[src/design/usbcd_pkg.sv]
// Package for the USB configuration descriptor parser.
// Holds descriptor codes, the descriptor walk limit and the capture record type.
// No dependencies.
package usbcd_pkg;

   localparam int MaxDescriptors = 10;

   localparam logic [7:0] KIND_INTERFACE = 8'h04;
   localparam logic [7:0] KIND_ENDPOINT  = 8'h05;
   localparam logic [7:0] HID_CLASS      = 8'h03;
   localparam logic [7:0] HID_SUB_BOOT   = 8'h01;
   localparam logic [7:0] HID_PROTO_KBD  = 8'h01;
   localparam logic [7:0] HID_PROTO_MOUSE = 8'h02;
   localparam logic [7:0] MIN_LENGTH     = 8'd2;

   localparam logic [1:0] XFER_BULK      = 2'd2;
   localparam logic [1:0] XFER_INTERRUPT = 2'd3;

   localparam logic [1:0] DEVICE_OTHER    = 2'd0;
   localparam logic [1:0] DEVICE_KEYBOARD = 2'd1;
   localparam logic [1:0] DEVICE_MOUSE    = 2'd2;

   typedef struct packed {
      logic       have_interface;
      logic [7:0] iface_number;
      logic [7:0] iface_class;
      logic [7:0] iface_subclass;
      logic [7:0] iface_protocol;
      logic       bulk_found;
      logic [3:0] bulk_endpoint;
      logic       intr_found;
      logic [3:0] intr_endpoint;
      logic       bad_length;
   } capture_type;

endpackage

[src/design/usbcd_walker.sv]
// Descriptor walker: follows length bytes and captures interface and endpoint fields.
// Depends on usbcd_pkg. Presents the capture as it stands after the current byte.
module usbcd_walker
   import usbcd_pkg::*;
(
   input  logic        clock,
   input  logic        reset,
   input  logic        take,
   input  logic [7:0]  data_byte,
   input  logic        last_byte,
   output capture_type capture
);

   logic [7:0]  offset_ff, offset_in;
   logic [7:0]  length_ff, length_in;
   logic [7:0]  kind_ff, kind_in;
   logic [7:0]  count_ff, count_in;
   logic        stopped_ff, stopped_in;
   logic        bad_ff, bad_in;
   logic        have_if_ff, have_if_in;
   logic [31:0] iface_ff, iface_in;
   logic [3:0]  ep_hold_ff, ep_hold_in;
   logic [4:0]  bulk_ff, bulk_in;
   logic [4:0]  intr_ff, intr_in;

   always_comb begin
      offset_in  = offset_ff;
      length_in  = length_ff;
      kind_in    = kind_ff;
      count_in   = count_ff;
      stopped_in = stopped_ff;
      bad_in     = bad_ff;
      have_if_in = have_if_ff;
      iface_in   = iface_ff;
      ep_hold_in = ep_hold_ff;
      bulk_in    = bulk_ff;
      intr_in    = intr_ff;
      if (!stopped_ff) begin
         if (offset_ff == 8'd0) begin
            if (count_ff >= 8'(MaxDescriptors)) begin
               stopped_in = 1'b1;
            end else if (data_byte < MIN_LENGTH) begin
               stopped_in = 1'b1;
               bad_in     = 1'b1;
            end else begin
               length_in = data_byte;
               count_in  = count_ff + 8'd1;
               offset_in = 8'd1;
            end
         end else begin
            if (offset_ff == 8'd1) begin
               if (data_byte == KIND_INTERFACE && !have_if_ff) begin
                  have_if_in = 1'b1;
                  kind_in    = data_byte;
               end else if (data_byte == KIND_ENDPOINT) begin
                  kind_in = data_byte;
               end else begin
                  kind_in = 8'd0;
               end
            end else if (kind_ff == KIND_INTERFACE) begin
               unique case (offset_ff)
                  8'd2:    iface_in[7:0]   = data_byte;
                  8'd5:    iface_in[15:8]  = data_byte;
                  8'd6:    iface_in[23:16] = data_byte;
                  8'd7:    iface_in[31:24] = data_byte;
                  default: iface_in = iface_ff;
               endcase
            end else if (kind_ff == KIND_ENDPOINT) begin
               if (offset_ff == 8'd2) begin
                  ep_hold_in = data_byte[3:0];
               end else if (offset_ff == 8'd3) begin
                  if (data_byte[1:0] == XFER_BULK) begin
                     bulk_in = {1'b1, ep_hold_ff};
                  end else if (data_byte[1:0] == XFER_INTERRUPT) begin
                     intr_in = {1'b1, ep_hold_ff};
                  end
               end
            end
            if ({1'b0, offset_ff} + 9'd1 >= {1'b0, length_ff}) begin
               offset_in = 8'd0;
            end else begin
               offset_in = offset_ff + 8'd1;
            end
         end
      end
   end

   always_ff @(posedge clock) begin
      if (reset || (take && last_byte)) begin
         offset_ff  <= '0;
         length_ff  <= '0;
         kind_ff    <= '0;
         count_ff   <= '0;
         stopped_ff <= 1'b0;
         bad_ff     <= 1'b0;
         have_if_ff <= 1'b0;
         iface_ff   <= '0;
         ep_hold_ff <= '0;
         bulk_ff    <= '0;
         intr_ff    <= '0;
      end else if (take) begin
         offset_ff  <= offset_in;
         length_ff  <= length_in;
         kind_ff    <= kind_in;
         count_ff   <= count_in;
         stopped_ff <= stopped_in;
         bad_ff     <= bad_in;
         have_if_ff <= have_if_in;
         iface_ff   <= iface_in;
         ep_hold_ff <= ep_hold_in;
         bulk_ff    <= bulk_in;
         intr_ff    <= intr_in;
      end
   end

   always_comb begin
      capture.have_interface = have_if_in;
      capture.iface_number   = iface_in[7:0];
      capture.iface_class    = iface_in[15:8];
      capture.iface_subclass = iface_in[23:16];
      capture.iface_protocol = iface_in[31:24];
      capture.bulk_found     = bulk_in[4];
      capture.bulk_endpoint  = bulk_in[3:0];
      capture.intr_found     = intr_in[4];
      capture.intr_endpoint  = intr_in[3:0];
      capture.bad_length     = bad_in;
   end

endmodule

[src/design/usb_config_descriptor_parser.sv]
// Top level of the USB configuration descriptor parser.
// Depends on usbcd_pkg and usbcd_walker; adds the result register and handshake.
//
// Takes one descriptor byte per cycle; every byte is absorbed in the cycle it is
// accepted, so the parser sustains one request per clock. The byte marked last
// produces one response in the next cycle from the result register, carrying what
// the walk captured up to and including that byte, and the walker returns to its
// initial state so the next byte starts a new descriptor set. Requests are held
// off only while a response is waiting and the response side stalls.
module usb_config_descriptor_parser
   import usbcd_pkg::*;
(
   input  logic       clock,
   input  logic       reset,
   input  logic       req_valid,
   output logic       req_stall,
   input  logic [7:0] req_data_byte,
   input  logic       req_last_byte,
   output logic       rsp_valid,
   input  logic       rsp_stall,
   output logic       rsp_interface_found,
   output logic [7:0] rsp_interface_number,
   output logic [7:0] rsp_iface_class,
   output logic [7:0] rsp_iface_subclass,
   output logic [7:0] rsp_iface_protocol,
   output logic       rsp_bulk_found,
   output logic [3:0] rsp_bulk_endpoint,
   output logic       rsp_interrupt_found,
   output logic [3:0] rsp_interrupt_endpoint,
   output logic [1:0] rsp_device_kind,
   output logic       rsp_irq_wanted,
   output logic       rsp_malformed
);

   logic        take;
   logic        rsp_valid_ff;
   capture_type capture;
   capture_type result_ff;
   logic [1:0]  kind_in;
   logic [1:0]  kind_ff;

   assign req_stall = rsp_valid_ff && rsp_stall;
   assign take      = req_valid && !req_stall;

   usbcd_walker u_walker (
      .clock     (clock),
      .reset     (reset),
      .take      (take),
      .data_byte (req_data_byte),
      .last_byte (req_last_byte),
      .capture   (capture)
   );

   always_comb begin
      kind_in = DEVICE_OTHER;
      if (capture.have_interface && capture.iface_class == HID_CLASS
          && capture.iface_subclass == HID_SUB_BOOT) begin
         if (capture.iface_protocol == HID_PROTO_KBD) begin
            kind_in = DEVICE_KEYBOARD;
         end else if (capture.iface_protocol == HID_PROTO_MOUSE) begin
            kind_in = DEVICE_MOUSE;
         end
      end
   end

   always_ff @(posedge clock) begin
      if (reset) begin
         rsp_valid_ff <= 1'b0;
      end else if (take && req_last_byte) begin
         rsp_valid_ff <= 1'b1;
      end else if (!rsp_stall) begin
         rsp_valid_ff <= 1'b0;
      end
   end

   always_ff @(posedge clock) begin
      if (take && req_last_byte) begin
         result_ff <= capture;
         kind_ff   <= kind_in;
      end
   end

   assign rsp_valid              = rsp_valid_ff;
   assign rsp_interface_found    = result_ff.have_interface;
   assign rsp_interface_number   = result_ff.iface_number;
   assign rsp_iface_class        = result_ff.iface_class;
   assign rsp_iface_subclass     = result_ff.iface_subclass;
   assign rsp_iface_protocol     = result_ff.iface_protocol;
   assign rsp_bulk_found         = result_ff.bulk_found;
   assign rsp_bulk_endpoint      = result_ff.bulk_endpoint;
   assign rsp_interrupt_found    = result_ff.intr_found;
   assign rsp_interrupt_endpoint = result_ff.intr_endpoint;
   assign rsp_device_kind        = kind_ff;
   assign rsp_irq_wanted         = kind_ff != DEVICE_OTHER;
   assign rsp_malformed          = result_ff.bad_length;

endmodule
[config.mk]
export PLATFORM = sky130hd
export DESIGN_NAME = usb_config_descriptor_parser
export DESIGN_NICKNAME = d
export VERILOG_FILES = /design/src/design/usbcd_pkg.sv /design/src/design/usbcd_walker.sv /design/src/design/usb_config_descriptor_parser.sv
export SDC_FILE = /design/constraint.sdc
export NUM_CORES = 1
export LEC_CHECK = 0
export ABC_AREA = 0
export BUFFER_PORTS_ARGS = -buffer_cell sky130_fd_sc_hd__clkbuf_2
export CAP_MARGIN = 20
export CORE_UTILIZATION = 58
export DETAILED_ROUTE_END_ITERATION = 8
export GPL_TIMING_DRIVEN = 0
export PLACE_DENSITY = 0.84
export SLEW_MARGIN = 20
export SYNTH_ARGS = -nofsm -noshare
export SYNTH_HDL_FRONTEND = slang
export SYNTH_SLANG_ARGS = --single-unit
[constraint.sdc]
create_clock -name clock -period 4.6 [get_ports clock]
set_input_delay 0.92 -clock clock [delete_from_list [all_inputs] [get_ports clock]]
set_output_delay 0.92 -clock clock [all_outputs]
set_load 0.05 [all_outputs]
==> results.txt <==
----------------------------------------------------
[Outcome]
  Status ... completed

[Floorplanning]
  Die area ... 10310 sq um
  Die Ht ... 101.6 um
  Boundary pin count ... 62
  Initial core utilization ... about three fifths
  Row cnt ... 35
  Standard cell core area ... 9415 sq um
  Chip width ... approximately 100 um

[Clocking]
  Clock input transition at the sequential cells of the worst setup and hold paths ... 0.06 ns
  Clock latency on the worst-skew pair ... 0.52 ns
  Clock tree from TritonCTS ... yes
  Number of hold-repair buffers added at the cts stage ... 0
  Number of sinks driven by the clock tree ... 128
  Total number of H-tree levels ... 4
  Setup bufs post-CTS ... 0
  Count of instances resized after the clock tree is built ... 0
  CTS Buf Count ... 17
  Clock tree root driver cell ... sky130_fd_sc_hd__clkbuf_8
  CTS Buffer Depth ... 2

[Timing]
  Top achievable clock speed ... between 200 and 300 MHz
  Final number of hold-violating endpoints ... 0
  Count of final max-slew check failures ... 0
  Worst slew margin ... 38.15%
  Ratio of final minimum period to clock period ... 75.35%
  Final Critical Period ... approximately 3.5 ns
  Final setup violating endpoints ... 0
  Least-Margin Pin Slew ... roughly 0.9 ns
  Worst clock skew on the final layout ... around 0.010 ns
  Setup repair after global routing missed its margin ... false

[Setup path]
  Category of cells accounting for the largest share of critical-path delay ... buffers and inverters
  Worst stage delay on the critical path ... 0.65 ns
  Cell type with the highest occurrence count on the critical path ... sky130_fd_sc_hd__clkbuf_1
  Critical path, cell by cell ... clkbuf_2, a21boi_0, clkbuf_1, and2_2, buf_16, or2_2, clkbuf_1, clkbuf_1, nor3_1
  Buf+Inv Stages, Crit Path ... 5
  Worst r2r path cells ... 9
  Crit-path max FO ... 25
  Required time of the worst setup path ... 4.97 ns
  Critical path arrival ... 3.84 ns
  Cell at the slowest stage of the critical path ... sky130_fd_sc_hd__and2_2
  Crit Reg-Reg Startpoint ... u_walker.offset_ff[0]$_SDFFE_PP0P_
  R2R setup slack ... 1.29 ns
  Startpoint types ... input port
  Critical path start-end classification ... input port to flip-flop
  Reg-to-reg critical path endpoint ... u_walker.offset_ff[4]$_SDFFE_PP0P_
  Critical Path Sink Type ... flip-flop

[Synthesis]
  Number of register bits inferred by synthesis ... 128
  Share of the synthesized area in the top cell type ... 28.56%
  FFs w/ async S/R, synth ... 0%
  Post-synthesis cell count ... between 500 and 600
  Top cell type by total area after synthesis ... sky130_fd_sc_hd__dfxtp_1
  Post-synth top flop ... sky130_fd_sc_hd__dfxtp_1
  Mean post-synth cell area ... 10.41 sq um
  Sequential share of the synthesized area ... a little over half
  Net count after synthesis ... between 500 and 600
  Yosys Warn Count ... 0
  Mapped cell area ... approximately 5700 sq um
  Number of enable-type register cells in the synthesized netlist ... 46
  Number of distinct standard cells referenced by the synthesized netlist ... 59
  Largest cells by area after synthesis ... sky130_fd_sc_hd__dfxtp_1 (29%), sky130_fd_sc_hd__edfxtp_1 (24%), sky130_fd_sc_hd__mux2_2 (6.3%)

[GRT]
  Largest net degree at the start of global routing ... 26
  Overall track demand over capacity in global routing ... 29.29%
  GR Overflow Total ... 0
  Wire length of the first global-routing pass ... 22480 um
  Antenna violations before repair ... 0
  Vias in the first global route ... around 4600

[Flow run]
  Max-cap violations ... 0

[Power]
  P_int ... 0.002108 W
  Power density relative to cell area ... 414.0 nW/um^2
  Leakage power summed over all cells ... 2.840 nW
  Worst voltage drop across the vdd grid ... ~0.26 mV
  Net load switching power ... 0.0007152 W
  Power share of the sequential group ... 43.7%
  Part of the total power dissipated in the clock network ... 47.0%
  Sw Ratio ... between 20% and 30%
  Combinational fraction of design power ... approximately a tenth

[Placed design]
  Final estimated routing congestion in global placement ... 0.9030
  Post-detail-place hpwl ... approximately 9200 um
  Port-buffer cells ... 59
  Placed Cells incl. Taps ... 741
  Placed standard-cell area ... 6233 sq um

[Cells and area]
  Design area ... 6819 sq um
  Layout cells sized above 1 ... approximately 25%
  Net total in the final layout ... 658
  Layout overhead on the synthesized area ... 18.63%
  Final standard cell count with taps included and fillers excluded ... 773
  Filler cell count ... 609
  Ant. Diodes ... 0

[Detailed routing]
  Post-DRT Antenna Nets ... 0
  Detail-routed net length per standard cell ... between 15 and 20 um
  Total wire length ... 14050 um
  Remaining design rule violation count ... 0
  Number of iterations in the first detailed-routing pass ... 5
  Total vias in the final route ... 4633
  Vias per Instance ... 5.994
  Iteration-0 DRC count of the detailed router ... about 290

[Hold path]
  Path class of the lowest-slack min-delay path ... flip-flop to flip-flop
  Start point of the worst min-delay path ... u_walker.length_ff[2]$_SDFFE_PP0P_
  Worst hold endpoint ... u_walker.length_ff[2]$_SDFFE_PP0P_
  Cell depth of the worst hold path ... 2

----------------------------------------------------
[synth_stat cells (4+ instances only)]
| cell | n |
|---|---|
| sky130_fd_sc_hd__mux2i_1 | 23 |
| sky130_fd_sc_hd__dfxtp_1 | 82 |
| sky130_fd_sc_hd__nand2b_1 | 6 |
| sky130_fd_sc_hd__clkbuf_1 | 23 |
| sky130_fd_sc_hd__nand4_1 | 6 |
| sky130_fd_sc_hd__nand2_1 | 37 |
| sky130_fd_sc_hd__or4b_2 | 4 |
| sky130_fd_sc_hd__inv_1 | 22 |
| sky130_fd_sc_hd__nand3_1 | 13 |
| sky130_fd_sc_hd__mux2_2 | 32 |
| sky130_fd_sc_hd__and2_1 | 8 |
| sky130_fd_sc_hd__nor3_1 | 30 |
| sky130_fd_sc_hd__edfxtp_1 | 46 |
| sky130_fd_sc_hd__nor4_1 | 8 |
| sky130_fd_sc_hd__or2_2 | 7 |
| sky130_fd_sc_hd__o21ai_0 | 7 |
| sky130_fd_sc_hd__ha_1 | 14 |
| sky130_fd_sc_hd__nor2_1 | 84 |
| sky130_fd_sc_hd__mux2_4 | 7 |
| sky130_fd_sc_hd__o2111ai_1 | 5 |
| sky130_fd_sc_hd__and3_1 | 10 |
| sky130_fd_sc_hd__a21oi_1 | 20 |
| sky130_fd_sc_hd__or4_1 | 5 |
[layout make-up]
class / count / area, sq um / area share, %
buffer: 29 / 133.9 / 1.963
tap: 129 / 161.4 / 2.367
timing repair buffer: 60 / 322.8 / 4.734
inverter: 22 / 82.58 / 1.211
clock inverter: 13 / 163.9 / 2.404
multi-input combinational: 373 / 2510 / 36.81
sequential: 128 / 3023 / 44.33
clock buffer: 19 / 421.7 / 6.183
[routing by layer]
metal / global-route usage (%) / routed length, um / up-vias / part of all wire (%)
met5: 0 / 0 / - / 0
met3: 5.935 / 1012 / 48 / 7.2
met4: 15.61 / 492 / 0 / 3.5
met1: 34.96 / 5583 / 2227 / 40
li1: - / - / 2132 / -
met2: 49.79 / 6963 / 226 / 50
[worst min-delay path: stages (launching register included)]
cell	delay, ns
sky130_fd_sc_hd__dfxtp_1	0.31
sky130_fd_sc_hd__nand2_1	0.05
sky130_fd_sc_hd__a21oi_1	0.05
[how the worst max path moves through the flow]
stage | start | endpoint | slack [ns] | depth (start not counted)
2_1_floorplan | req_valid | u_walker.iface_ff[10]$_SDFFE_PP0P_ | 1.04 | 7
3_5_place_dp | rsp_stall | u_walker.iface_ff[27]$_SDFFE_PP0P_ | 0.70 | 9
3_3_place_gp | rsp_stall | u_walker.iface_ff[21]$_SDFFE_PP0P_ | -0.13 | 8
5_1_grt | rsp_stall | u_walker.iface_ff[27]$_SDFFE_PP0P_ | 0.94 | 9
4_1_cts | rsp_stall | u_walker.iface_ff[26]$_SDFFE_PP0P_ | 1.18 | 9
6_report | rsp_stall | u_walker.iface_ff[26]$_SDFFE_PP0P_ | 1.13 | 9
[state kept, by name (all words and copies together) (netlist names)]
register,flops
rsp_iface_protocol,8
rsp_interface_found,1
u_walker.have_if_ff,1
u_walker.offset_ff,8
rsp_valid,1
u_walker.kind_ff,8
u_walker.length_ff,8
rsp_iface_class,8
rsp_iface_subclass,8
u_walker.bad_ff,1
rsp_bulk_endpoint,4
u_walker.iface_ff,32
rsp_device_kind,2
rsp_malformed,1
u_walker.ep_hold_ff,4
u_walker.count_ff,8
u_walker.intr_ff,5
rsp_bulk_found,1
rsp_interrupt_found,1
rsp_interrupt_endpoint,4
u_walker.bulk_ff,5
rsp_interface_number,8
u_walker.stopped_ff,1
[placed cells by master, fill, tap and decap left out, types with 10 or more instances in the layout]
| master | count |
|---|---|
| sky130_fd_sc_hd__clkbuf_16 | 16 |
| sky130_fd_sc_hd__dfxtp_1 | 82 |
| sky130_fd_sc_hd__nand2_1 | 37 |
| sky130_fd_sc_hd__mux2i_1 | 23 |
| sky130_fd_sc_hd__ha_1 | 14 |
| sky130_fd_sc_hd__nor2_1 | 84 |
| sky130_fd_sc_hd__clkbuf_1 | 25 |
| sky130_fd_sc_hd__inv_1 | 22 |
| sky130_fd_sc_hd__and3_1 | 10 |
| sky130_fd_sc_hd__a21oi_1 | 20 |
| sky130_fd_sc_hd__nor3_1 | 30 |
| sky130_fd_sc_hd__nand3_1 | 13 |
| sky130_fd_sc_hd__edfxtp_1 | 46 |
| sky130_fd_sc_hd__mux2_2 | 32 |
| sky130_fd_sc_hd__clkbuf_2 | 59 |
[stage by stage]
stage          TNS [ns]  utilization (%)  total power [W]  setup slack (ns)  hold slack, ns
4_1_cts               0            72.43         0.002818             1.180          0.4564
3_5_place_dp          0            66.21         0.001510            0.7030          0.4440
3_3_place_gp     -4.329            65.90         0.001497           -0.1256          0.4382
2_1_floorplan         0                -         0.001436             1.043          0.4208
6_report              0            72.43         0.002823             1.134          0.4605
5_1_grt               0            72.43         0.002897            0.9385          0.4778
[logic make-up after synthesis]
| group | synth area share, % |
|---|---|
| AND/OR/NAND/NOR | 21.72 |
| adder cells (fa/ha/maj) | 3.047 |
| buffers and inverters | 3.766 |
| flip-flops | 52.59 |
| XOR/XNOR | 0.6096 |
| multiplexers | 12.10 |
| AO/OA/AOI/OAI | 6.160 |
[power groups by stage]
stage                     clock network, W  registers, W  logic (W)
after floorplan                          0       0.00131   0.000121
after global placement                   0       0.00125   0.000243
after detailed placement                 0       0.00126   0.000254
after CTS                          0.00132       0.00123   0.000260
after global routing               0.00138       0.00124   0.000282
final                              0.00133       0.00123   0.000263
No activity file was read; power rests on OpenSTA's default activity.
